**config.mk**
```make
export PLATFORM = sky130hd
export DESIGN_NAME = compact_key_table
export DESIGN_NICKNAME = d
export VERILOG_FILES = /design/src/design/ckt_pkg.sv /design/src/design/compact_key_table.sv /design/src/design/ckt_ram.sv /design/src/design/ckt_dp.sv /design/src/design/ckt_ctrl.sv
export SDC_FILE = /design/constraint.sdc
export NUM_CORES = 1
export LEC_CHECK = 0
export ABC_AREA = 1
export BUFFER_PORTS_ARGS = -buffer_cell sky130_fd_sc_hd__clkbuf_2
export CAP_MARGIN = 20
export CELL_PAD_IN_SITES_DETAIL_PLACEMENT = 0
export CELL_PAD_IN_SITES_GLOBAL_PLACEMENT = 2
export CORE_MARGIN = 2
export CORE_UTILIZATION = 37
export CTS_CLUSTER_SIZE = 14
export DETAILED_ROUTE_END_ITERATION = 8
export GPL_TIMING_DRIVEN = 0
export PLACE_DENSITY_LB_ADDON = 0.1
export SLEW_MARGIN = 5
export SYNTH_ARGS = -nofsm -noshare
export SYNTH_HDL_FRONTEND = slang
export SYNTH_SLANG_ARGS = --single-unit
```
**constraint.sdc**
```tcl
create_clock -name clock -period 8.1 [get_ports clock]
set_clock_uncertainty 0.1 [all_clocks]
set_input_delay 0 -clock clock [delete_from_list [all_inputs] [get_ports clock]]
set_output_delay 0 -clock clock [all_outputs]
set_load 0.02 [all_outputs]
```
**src/design/ckt_pkg.sv**
```systemverilog
// ============================================================================
// ckt_pkg
// Shared sizes, operation and status codes, and the command and status
// bundles that pass between the compact key table controller and datapath.
// ============================================================================
package ckt_pkg;

   localparam int DEPTH       = 16;
   localparam int KEY_WIDTH   = 64;
   localparam int IDX_W       = $clog2(DEPTH);
   localparam int CNT_W       = $clog2(DEPTH + 1);
   localparam int KEY_FIELD_W = 64;
   localparam int POS_W       = 4;
   localparam int MAX_OUT     = 16;

   typedef logic [1:0] op_type;
   typedef logic [2:0] status_type;

   localparam op_type OP_CREATE = 2'd0;
   localparam op_type OP_DELETE = 2'd1;
   localparam op_type OP_SEARCH = 2'd2;
   localparam op_type OP_LIST   = 2'd3;

   localparam status_type ST_CREATED  = 3'd0;
   localparam status_type ST_FULL     = 3'd1;
   localparam status_type ST_EXISTS   = 3'd2;
   localparam status_type ST_DELETED  = 3'd3;
   localparam status_type ST_NOTFOUND = 3'd4;
   localparam status_type ST_FOUND    = 3'd5;
   localparam status_type ST_LISTED   = 3'd6;
   localparam status_type ST_EMPTY    = 3'd7;

   typedef struct packed {
      logic       accept;
      logic       walk;
      logic       shift_wr;
      logic       shift_start;
      logic       create_wr;
      logic       count_dec;
      logic       stage;
      status_type stage_status;
      logic       emit;
      logic       list_emit;
   } cmd_type;

   typedef struct packed {
      op_type op;
      logic   full;
      logic   empty;
      logic   hit;
      logic   walk_end;
      logic   list_last;
      logic   out_free;
   } stat_type;

endpackage

```
**src/design/compact_key_table.sv**
```systemverilog
// ============================================================================
// compact_key_table
// Densely packed table of unique keys in insertion order, with create,
// delete, search and list operations.
// ============================================================================
// One request word is taken at a time; req_stall stays high until its last
// result word has been placed in the output register. Every cost comes from
// the single read port of the entry RAM, walked one slot a cycle with a
// registered read. With N entries held: create, search and delete walk up
// to all N slots; a delete that hits at slot s then shifts slots s + 1 to
// N - 1 down by one; a full create or an empty list is answered without a
// walk; a list reads and emits each entry in turn, in slot order. A result
// word held by rsp_stall does not block acceptance of the next request.
// ============================================================================
module compact_key_table import ckt_pkg::*; (
   input  logic                   clock,
   input  logic                   reset,
   input  logic                   req_valid,
   output logic                   req_stall,
   input  logic [1:0]             req_operation,
   input  logic [KEY_FIELD_W-1:0] req_key,
   output logic                   rsp_valid,
   input  logic                   rsp_stall,
   output logic [2:0]             rsp_status,
   output logic [POS_W-1:0]       rsp_position,
   output logic [KEY_FIELD_W-1:0] rsp_entry_key,
   output logic                   rsp_last
);

   cmd_type  cmd;
   stat_type stat;

   ckt_ctrl u_ctrl (
      .clock         (clock),
      .reset         (reset),
      .req_valid     (req_valid),
      .req_operation (req_operation),
      .req_stall     (req_stall),
      .stat          (stat),
      .cmd           (cmd)
   );

   ckt_dp u_dp (
      .clock         (clock),
      .reset         (reset),
      .req_operation (req_operation),
      .req_key       (req_key),
      .cmd           (cmd),
      .stat          (stat),
      .rsp_stall     (rsp_stall),
      .rsp_valid     (rsp_valid),
      .rsp_status    (rsp_status),
      .rsp_position  (rsp_position),
      .rsp_entry_key (rsp_entry_key),
      .rsp_last      (rsp_last)
   );

endmodule

```
**src/design/ckt_ram.sv**
```systemverilog
// ============================================================================
// ckt_ram
// Generic single write port, single read port RAM with registered read data.
// ============================================================================
module ckt_ram #(
   parameter int WIDTH = 64,
   parameter int DEPTH = 16
) (
   input  logic                     clock,
   input  logic                     wr_en,
   input  logic [$clog2(DEPTH)-1:0] wr_addr,
   input  logic [WIDTH-1:0]         wr_data,
   input  logic [$clog2(DEPTH)-1:0] rd_addr,
   output logic [WIDTH-1:0]         rd_data
);

   logic [WIDTH-1:0] mem_ff [DEPTH];
   logic [WIDTH-1:0] rd_data_ff;

   always_ff @(posedge clock) begin
      if (wr_en) begin
         mem_ff[wr_addr] <= wr_data;
      end
      rd_data_ff <= mem_ff[rd_addr];
   end

   assign rd_data = rd_data_ff;

endmodule

```
**src/design/ckt_dp.sv**
```systemverilog
// ============================================================================
// ckt_dp
// Datapath: entry RAM, entry count, walk pointer with compare stage, result
// staging and the output word register.
// ============================================================================
module ckt_dp import ckt_pkg::*; (
   input  logic                   clock,
   input  logic                   reset,
   input  op_type                 req_operation,
   input  logic [KEY_FIELD_W-1:0] req_key,
   input  cmd_type                cmd,
   output stat_type               stat,
   input  logic                   rsp_stall,
   output logic                   rsp_valid,
   output status_type             rsp_status,
   output logic [POS_W-1:0]       rsp_position,
   output logic [KEY_FIELD_W-1:0] rsp_entry_key,
   output logic                   rsp_last
);

   localparam int CNT1_W = CNT_W + 1;

   op_type                 op_ff, op_in;
   logic [KEY_WIDTH-1:0]   key_ff, key_in;
   logic [CNT_W-1:0]       count_ff, count_in;
   logic [CNT_W-1:0]       idx_ff, idx_in;
   logic                   chk_vld_ff, chk_vld_in;
   logic [IDX_W-1:0]       chk_idx_ff, chk_idx_in;
   logic [IDX_W-1:0]       hit_idx_ff, hit_idx_in;
   status_type             res_status_ff, res_status_in;
   logic [POS_W-1:0]       res_pos_ff, res_pos_in;
   logic [KEY_FIELD_W-1:0] res_key_ff, res_key_in;
   logic                   rsp_valid_ff, rsp_valid_in;
   status_type             rsp_status_ff, rsp_status_in;
   logic [POS_W-1:0]       rsp_pos_ff, rsp_pos_in;
   logic [KEY_FIELD_W-1:0] rsp_key_ff, rsp_key_in;
   logic                   rsp_last_ff, rsp_last_in;

   logic                   ram_we;
   logic [IDX_W-1:0]       ram_waddr;
   logic [KEY_WIDTH-1:0]   ram_wdata;
   logic [KEY_WIDTH-1:0]   ram_rdata;
   logic                   list_last;

   assign ram_we    = cmd.create_wr || (cmd.shift_wr && chk_vld_ff);
   assign ram_waddr = cmd.create_wr ? count_ff[IDX_W-1:0] : chk_idx_ff - IDX_W'(1);
   assign ram_wdata = cmd.create_wr ? key_ff : ram_rdata;

   ckt_ram #(
      .WIDTH (KEY_WIDTH),
      .DEPTH (DEPTH)
   ) u_ram (
      .clock   (clock),
      .wr_en   (ram_we),
      .wr_addr (ram_waddr),
      .wr_data (ram_wdata),
      .rd_addr (idx_ff[IDX_W-1:0]),
      .rd_data (ram_rdata)
   );

   assign list_last = (CNT1_W'(idx_ff) + CNT1_W'(1) >= CNT1_W'(count_ff)) ||
                      (32'(idx_ff) >= MAX_OUT - 1);

   always_comb begin
      stat.op        = op_ff;
      stat.full      = count_ff >= CNT_W'(DEPTH);
      stat.empty     = count_ff == '0;
      stat.hit       = chk_vld_ff && (ram_rdata == key_ff);
      stat.walk_end  = !chk_vld_ff && (idx_ff >= count_ff);
      stat.list_last = list_last;
      stat.out_free  = !rsp_valid_ff || !rsp_stall;
   end

   always_comb begin
      op_in      = op_ff;
      key_in     = key_ff;
      count_in   = count_ff;
      idx_in     = idx_ff;
      chk_vld_in = chk_vld_ff;
      chk_idx_in = chk_idx_ff;
      hit_idx_in = hit_idx_ff;

      if (cmd.accept) begin
         op_in      = req_operation;
         key_in     = req_key[KEY_WIDTH-1:0];
         idx_in     = '0;
         chk_vld_in = 1'b0;
      end else if (cmd.shift_start) begin
         hit_idx_in = chk_idx_ff;
         idx_in     = CNT_W'(chk_idx_ff) + CNT_W'(1);
         chk_vld_in = 1'b0;
      end else if (cmd.walk) begin
         idx_in     = (idx_ff < count_ff) ? idx_ff + CNT_W'(1) : idx_ff;
         chk_vld_in = idx_ff < count_ff;
         chk_idx_in = idx_ff[IDX_W-1:0];
      end else if (cmd.list_emit) begin
         idx_in     = idx_ff + CNT_W'(1);
      end

      if (cmd.create_wr) begin
         count_in = count_ff + CNT_W'(1);
      end else if (cmd.count_dec) begin
         count_in = count_ff - CNT_W'(1);
      end
   end

   always_comb begin
      res_status_in = res_status_ff;
      res_pos_in    = res_pos_ff;
      res_key_in    = res_key_ff;
      if (cmd.stage) begin
         res_status_in = cmd.stage_status;
         res_pos_in    = '0;
         res_key_in    = '0;
         case (cmd.stage_status)
            ST_CREATED: begin
               res_pos_in = POS_W'(count_ff);
            end
            ST_DELETED: begin
               res_pos_in = POS_W'(hit_idx_ff);
            end
            ST_FOUND: begin
               res_pos_in = POS_W'(chk_idx_ff);
               res_key_in = KEY_FIELD_W'(ram_rdata);
            end
            default: begin
               res_pos_in = '0;
            end
         endcase
      end
   end

   always_comb begin
      rsp_status_in = rsp_status_ff;
      rsp_pos_in    = rsp_pos_ff;
      rsp_key_in    = rsp_key_ff;
      rsp_last_in   = rsp_last_ff;
      rsp_valid_in  = rsp_valid_ff && rsp_stall;
      if (cmd.emit) begin
         rsp_valid_in  = 1'b1;
         rsp_status_in = res_status_ff;
         rsp_pos_in    = res_pos_ff;
         rsp_key_in    = res_key_ff;
         rsp_last_in   = 1'b1;
      end else if (cmd.list_emit) begin
         rsp_valid_in  = 1'b1;
         rsp_status_in = ST_LISTED;
         rsp_pos_in    = POS_W'(idx_ff);
         rsp_key_in    = KEY_FIELD_W'(ram_rdata);
         rsp_last_in   = list_last;
      end
   end

   always_ff @(posedge clock) begin
      if (reset) begin
         count_ff     <= '0;
         idx_ff       <= '0;
         chk_vld_ff   <= 1'b0;
         rsp_valid_ff <= 1'b0;
      end else begin
         count_ff     <= count_in;
         idx_ff       <= idx_in;
         chk_vld_ff   <= chk_vld_in;
         rsp_valid_ff <= rsp_valid_in;
      end
   end

   always_ff @(posedge clock) begin
      op_ff         <= op_in;
      key_ff        <= key_in;
      chk_idx_ff    <= chk_idx_in;
      hit_idx_ff    <= hit_idx_in;
      res_status_ff <= res_status_in;
      res_pos_ff    <= res_pos_in;
      res_key_ff    <= res_key_in;
      rsp_status_ff <= rsp_status_in;
      rsp_pos_ff    <= rsp_pos_in;
      rsp_key_ff    <= rsp_key_in;
      rsp_last_ff   <= rsp_last_in;
   end

   assign rsp_valid     = rsp_valid_ff;
   assign rsp_status    = rsp_status_ff;
   assign rsp_position  = rsp_pos_ff;
   assign rsp_entry_key = rsp_key_ff;
   assign rsp_last      = rsp_last_ff;

endmodule

```
**src/design/ckt_ctrl.sv**
```systemverilog
// ============================================================================
// ckt_ctrl
// Controller: sequences the scan, shift, list and result phases of one
// request word.
// ============================================================================
module ckt_ctrl import ckt_pkg::*; (
   input  logic     clock,
   input  logic     reset,
   input  logic     req_valid,
   input  op_type   req_operation,
   output logic     req_stall,
   input  stat_type stat,
   output cmd_type  cmd
);

   localparam logic [2:0] S_IDLE  = 3'd0;
   localparam logic [2:0] S_SCAN  = 3'd1;
   localparam logic [2:0] S_SHIFT = 3'd2;
   localparam logic [2:0] S_EMIT  = 3'd3;
   localparam logic [2:0] S_LREAD = 3'd4;
   localparam logic [2:0] S_LOUT  = 3'd5;

   logic [2:0] state_ff, state_in;

   assign req_stall = state_ff != S_IDLE;

   always_comb begin
      cmd      = '0;
      state_in = state_ff;
      unique case (state_ff)
         S_IDLE: begin
            if (req_valid) begin
               cmd.accept = 1'b1;
               if (req_operation == OP_CREATE && stat.full) begin
                  cmd.stage        = 1'b1;
                  cmd.stage_status = ST_FULL;
                  state_in         = S_EMIT;
               end else if (req_operation == OP_LIST) begin
                  if (stat.empty) begin
                     cmd.stage        = 1'b1;
                     cmd.stage_status = ST_EMPTY;
                     state_in         = S_EMIT;
                  end else begin
                     state_in = S_LREAD;
                  end
               end else begin
                  state_in = S_SCAN;
               end
            end
         end
         S_SCAN: begin
            if (stat.hit) begin
               if (stat.op == OP_CREATE) begin
                  cmd.stage        = 1'b1;
                  cmd.stage_status = ST_EXISTS;
                  state_in         = S_EMIT;
               end else if (stat.op == OP_DELETE) begin
                  cmd.shift_start = 1'b1;
                  state_in        = S_SHIFT;
               end else begin
                  cmd.stage        = 1'b1;
                  cmd.stage_status = ST_FOUND;
                  state_in         = S_EMIT;
               end
            end else if (stat.walk_end) begin
               cmd.stage = 1'b1;
               state_in  = S_EMIT;
               if (stat.op == OP_CREATE) begin
                  cmd.create_wr    = 1'b1;
                  cmd.stage_status = ST_CREATED;
               end else begin
                  cmd.stage_status = ST_NOTFOUND;
               end
            end else begin
               cmd.walk = 1'b1;
            end
         end
         S_SHIFT: begin
            if (stat.walk_end) begin
               cmd.count_dec    = 1'b1;
               cmd.stage        = 1'b1;
               cmd.stage_status = ST_DELETED;
               state_in         = S_EMIT;
            end else begin
               cmd.walk     = 1'b1;
               cmd.shift_wr = 1'b1;
            end
         end
         S_EMIT: begin
            if (stat.out_free) begin
               cmd.emit = 1'b1;
               state_in = S_IDLE;
            end
         end
         S_LREAD: begin
            state_in = S_LOUT;
         end
         S_LOUT: begin
            if (stat.out_free) begin
               cmd.list_emit = 1'b1;
               state_in      = stat.list_last ? S_IDLE : S_LREAD;
            end
         end
         default: begin
            state_in = S_IDLE;
         end
      endcase
   end

   always_ff @(posedge clock) begin
      if (reset) begin
         state_ff <= S_IDLE;
      end else begin
         state_ff <= state_in;
      end
   end

endmodule
```
Word-level counts from Yosys, hierarchy flattened
Memories as Yosys holds them, arrays and structs flattened. A register that Yosys moved wholly into a read port is not among the register bits.
Index checks and enable logic that the tools add are counted.
{ "totals": {"regBits": 232, "ram_bits": 1024, "mem_count": 1} }
{ "memory_table": {"columns": ["name", "words", "word_bits", "read_ports", "rd_ports_with_merged_regs", "write_ports", "line_no", "text"], "rows": [
  ["u_dp.u_ram.mem_ff", 16, 64, 1, 1, 1, "ckt_ram.sv:17", "logic [WIDTH-1:0] mem_ff [DEPTH];"]
]} }
{ "op_classes": {"n_addsub": 6, "n_lt_le_gt_ge": 5, "eq_ne": 14, "n_mux": 60, "bitwise": 2, "reduce_logical": 26} }
{ "ops": {"columns": ["op", "count"], "rows": [
  ["2-to-1 mux 64 bit", 3],
  ["== test 64 bit", 1],
  ["2-to-1 mux 4 bit", 11],
  ["2-to-1 mux 3 bit", 13],
  ["2-to-1 mux 5 bit", 7],
  ["case mux 4 bit (3 select lines)", 2],
  ["2-to-1 mux 1 bit", 20],
  ["case mux 3 bit (6 select lines)", 1],
  ["adder 5 x 1 -> 5 bit (second input constant)", 2],
  ["== test 3 x 2 -> 1 bit (second input constant)", 3],
  ["== test 3 bit (second input constant)", 3],
  ["adder 5 x 1 -> 6 bit (second input constant)", 1],
  ["greater-or-equal comparator 6 x 5 -> 1 bit", 1],
  ["zero test 3 bit", 2],
  ["!= test 2 bit (second input constant)", 3],
  ["AND reduction 3 bit", 2],
  ["nonzero test 3 bit", 2],
  ["adder 4 x 1 -> 5 bit (second input constant)", 1],
  ["greater-or-equal comparator 5 x 4 -> 1 bit (second input constant)", 1],
  ["greater-or-equal comparator 5 bit", 1],
  ["greater-or-equal comparator 5 bit (second input constant)", 1],
  ["logical AND 1 bit", 5],
  ["zero test 5 bit", 1],
  ["less-than comparator 5 bit", 1],
  ["16 further kinds", 25]
]} }

Depth between registers and ports, before layout
{ "logic_depth": {"depth_word": 8, "ltp_mapped": 19, "depth_no_buf": 19} }

Hierarchy
From an unflattened synthesis, not the netlist that was laid out.
{ "unflattened": {"cells_unflattened": 5354, "hier_area_um2": 56300.2} }
{ "by_module_without_submodules": {"columns": ["module", "instances", "cells_each", "area_per_inst_um2"], "rows": [
  ["ckt_ram", 1, 4210, 45285.9],
  ["ckt_dp", 1, 1065, 10556.4],
  ["ckt_ctrl", 1, 79, 457.9]
]} }

Worst setup path before layout
No wires, ideal clock.
{ "synth_path": {"path_kind": "register to register", "start": "register u_dp.idx_ff[0]", "end": "register u_dp.res_key_ff[0], enable pin", "arrival_time_ns": 6.794, "setup_slack_ns": 0.608, "stages_incl_launch_ff": 13, "cell_sequence": "dfxtp_1 -> buf_2 -> inv_2 -> clkbuf_1 -> buf_2 -> ha_1 -> o211ai_2 -> inv_2 -> nand2_2 -> nand2_4 -> inv_1 -> o21ai_0 -> o21ai_0"} }
{ "synth_lines": {"columns": ["item", "line_no", "text"], "rows": [
  ["start: declaration", "ckt_dp.sv:26", "logic [CNT_W-1:0] idx_ff, idx_in;"],
  ["start signal: assignment", "ckt_dp.sv:162", "idx_ff <= idx_in;"],
  ["end signal: assignment", "ckt_dp.sv:175", "res_key_ff <= res_key_in;"],
  ["end: declaration", "ckt_dp.sv:32", "logic [KEY_FIELD_W-1:0] res_key_ff, res_key_in;"]
]} }

Worst setup path in the final report
{ "layout_path": {"start": "register u_dp.idx_ff[0]", "end": "memory u_dp.u_ram.mem_ff[10][41], enable pin"} }
{ "layout_via": {"elab_chain_len": 8, "elab_cells_between_ends": 12, "classes_between": "1 x order compare; 8 x mux; 3 x reduce/logical"} }
{ "layout_lines": {"columns": ["item", "line_no", "text"], "rows": [
  ["greater-or-equal comparator 5 bit *", "ckt_dp.sv:69", "stat.walk_end = !chk_vld_ff && (idx_ff >= count_ff);"],
  ["logical AND 1 bit *", "ckt_dp.sv:69", null],
  ["2-to-1 mux 1 bit or 2-to-1 mux 2 bit (tied branches)", "ckt_ctrl.sv:65, ckt_ctrl.sv:79", null],
  ["2-to-1 mux 1 bit (on tied branches)", "ckt_ctrl.sv:52, ckt_ctrl.sv:30", null],
  ["2-to-1 mux 2 bit or logical AND 1 bit (tied branches)", "ckt_ctrl.sv:30, ckt_dp.sv:45", null],
  ["logical OR 1 bit", "ckt_dp.sv:45", "assign ram_we = cmd.create_wr || (cmd.shift_wr && chk_vld_ff);"],
  ["2-to-1 mux 1 bit", "ckt_ram.sv:21", "if (wr_en) begin"],
  ["2-to-1 mux 1 bit (implied by the code)", "ckt_ram.sv:22", "mem_ff[wr_addr] <= wr_data;"],
  ["end: declaration", "ckt_ram.sv:17", null]
]} }
Every way passes the cells marked *; elsewhere a longest branch is shown, timed or not.

==> impl_metrics.yaml <==
sta:
  tightest_slew_ns: 1.24
  fin_hold_ws_ns: 0.0727
  finalWorstSetupSlack_ns: 2.39
  drv_slew: 0
  setup_viol: 0
  fin_crit_ns: 5.71
  grt_setup_unrepaired: "false"
  hold_viol_final: 0
  min_period_over_period: 0.705
  fmax_mhz: 175
  max_slew_margin: 0.173
power:
  switchingPower_mw: 6.86
  comb_power_share: 0.234
  intPower_mw: 13.8
  powerDensity_nw_per_um2: 324
  sequentialPowerShare: 0.452
  swShare: 0.332
  clkPwrFrac: 0.314
  peakVddDrop_v: 0.000248
  p_leak_nw: 21.9
clock_tree:
  path_clk_slew_ns: 0.06
  cts-htree-levels: 4
  hold_buffers: 139
  cts_inserted_buffers: 148
  worstSkewPairLatency_ns: 0.79
  postCtsSetupBuffers: 0
  cts_sinks: 1320
  root_buffer: "clkbuf_16"
  cts.path.max_buffers: 3
  cts_tree: "yes"
  cts-resized-gates: 0
detailed_routing:
  drc: 0
  drt_wl_total_um: 198000
  drt-initial-drc-count: 3985
  routed_via_density: 5.41
  wl_per_cell_um: 29.6
  vias: 36254
  ant_nets: 0
  first_pass_iters: 5
finish:
  drive_gt1_frac: 0.130
  area_delta_synth_final_pct: 21.5
  fillers: 13004
  finalNetCount: 4775
  final_cells: 6697
  postLayoutCoreUtil: 0.452
  fin_area_um2: 63700
worst_hold_path:
  hold_class: "input pin to flop"
job:
  drv_cap: 0
setup_path:
  cp.required_ns: 8.47
  crit_type: "flop to flop"
  end_kind: "flop"
  worstPathCellList: "buf_2 -> inv_2 -> clkbuf_1 -> buf_2 -> ha_1 -> o211ai_2 -> inv_2 -> nand2_2 -> nand2_4 -> nor2_8 -> inv_2 -> o21ai_1 -> nand3_1 -> nor2_4 -> buf_12 -> buf_12"
  cp_data_arrival_time_ns: 6.07
  slowest_stage: "nor2_4"
  critPathMostFrequentCell: "inv_2"
  path_max_fanout: 19
  critPathMaxStageDelay_ns: 0.73
  start_kind: "flop"
synth:
  synth-async-reset-ratio: 0
  synth_top_cell_by_area: "edfxtp_1"
  ys_warn_count: 0
  syn_area_um2: 52400
  synthTopCellsByCount: "edfxtp_1, nor2_1, o21ai_0, nand2_1, clkbuf_1"
  ys_seq_area_frac: 0.740
  synth-edff-count: 1240
  synth_seq_cells: 1320
  synth_area_leaders: "edfxtp_1, o21ai_0, nor2_1"
  yosysMostFrequentCell: "edfxtp_1"
  synth.top_cell.area_share: 0.710
  synth_ff_type: "edfxtp_1"
  syn_nets: 4233
  syn_area_per_cell_um2: 12.7
  ys_types: 48
  synth_cells: 4145
global_route:
  grt_pass1_vias: 35277
  grt-ovfl-total: 0
  antenna_found_initial: 13
  grtUsageMet3: 0.0425
  grt_pass1_wl_um: 275000
  met1_usage: 0.382
  grt_usage: 0.271
  grt_busiest_layer: "met2"
  grt_max_degree: 36
  use_met2: 0.427
floorplan:
  initial_core_util: 0.372
  dieArea_um2: 145000
  die_w_um: 381
  core_um2: 141000
  die_y_um: 381
  ioPinCount: 144
  rows: 138
placement:
  pre_cts_slack_ns: 2.46
  post_dp_cell_area_um2: 57700
  port_buffers: 143
  dp.cells: 6287
  dp_hpwl_um: 141000
  gp_congestion: 0.878
outcome:
  status: "finished clean"
-- worst paths after layout --
check / startpoint / end / slack, ns / depth (start not counted)
worst max-delay path: u_dp.idx_ff[0]$_SDFFE_PP0P_ / u_dp.u_ram.mem_ff[10][41]$_DFFE_PP_ / 2.39 / 16
worst min-delay path: reset / u_dp.count_ff[1]$_SDFFE_PP0P_ / 0.07 / 5
worst max register to register: u_dp.idx_ff[0]$_SDFFE_PP0P_ / u_dp.u_ram.mem_ff[10][41]$_DFFE_PP_ / 2.39 / 16
worst min register to register: u_dp.rsp_last$_SDFFE_PP1P_ / u_dp.rsp_last$_SDFFE_PP1P_ / 0.38 / 2
-- metrics by stage --
step | total power [mW] | setup TNS [ns]
2_1_floorplan | 11.5 | 0
3_3_place_gp | 13.9 | -3303.13
3_5_place_dp | 14.2 | 0
4_1_cts | 20.7 | 0
5_1_grt | 21.4 | 0
6_report | 20.6 | 0
-- placed cells by master (no fill, tap or decap), types with 80 or more instances in the layout --
| cell | Yosys | layout |
|---|---|---|
| edfxtp_1 | 1240 | 1240 |
| nor2_1 | 673 | 655 |
| o21ai_0 | 666 | 601 |
| nand2_1 | 485 | 485 |
| clkbuf_1 | 210 | 247 |
| o221ai_1 | 192 | 192 |
| inv_1 | 158 | 158 |
| clkbuf_16 | 0 | 154 |
| clkbuf_2 | 0 | 152 |
| dlygate4sd3_1 | 0 | 139 |
| nand3_1 | 93 | 93 |
| dfxtp_1 | 80 | 80 |
-- power groups by stage --
stage          clock (mW)  sequential, mW  combinational [mW]
2_1_floorplan           0            9.43                2.07
3_3_place_gp            0            9.67                4.19
3_5_place_dp            0            9.44                4.72
4_1_cts              6.58            9.31                4.79
5_1_grt              6.83            9.37                5.15
6_report             6.48            9.31                4.84
-- registers in the layout (all words and copies together) (netlist names) --
register	flops
u_ctrl.state_ff	3
u_dp.chk_idx_ff	4
u_dp.chk_vld_ff	1
u_dp.count_ff	5
u_dp.hit_idx_ff	4
u_dp.idx_ff	5
u_dp.key_ff	64
u_dp.op_ff	2
u_dp.res_key_ff	64
u_dp.res_pos_ff	4
u_dp.res_status_ff	3
u_dp.rsp_entry_key	64
u_dp.rsp_last	1
u_dp.rsp_position	4
u_dp.rsp_status	3
u_dp.rsp_valid	1
u_dp.u_ram.mem_ff	1024
u_dp.u_ram.rd_data	64
-- layout make-up --
class,count,area (um2),share of cell area
diodes,2,5.00,0.0000785
plain buffers,248,1020,0.0160
clock buffers,204,4080,0.0641
clock inverters,64,515,0.00809
inverters,202,758,0.0119
multi-input cells,2375,12200,0.191
flip-flops and latches,1320,38800,0.609
well taps,1890,2360,0.0371
repair buffers,392,3980,0.0625
-- critical path: cells and delay by family (launching register included) --
family | cells | cell delay [ns]
buf+inv | 8 | 2.35
simple gates | 5 | 1.50
flops | 1 | 0.65
compound gates | 2 | 0.42
fa+ha+maj | 1 | 0.27
-- per-layer routing --
metal  share of wire  vias to the layer above  wire, um
li1                -                    16245         -
met1            0.44                    18282     86400
met2            0.46                     1461     90600
met3           0.074                      264     14600
met4           0.033                        2      6540
met5        0.000066                        -        13
-- kinds of logic after synthesis --
kind of cell    after synthesis  synth area share
buf+inv                     450            0.0337
xor+xnor                     13           0.00217
flops                      1320             0.740
compound gates             1022             0.117
fa+ha+maj                    18           0.00444
simple gates               1322             0.102
No activity file was read; power rests on OpenSTA's default activity.
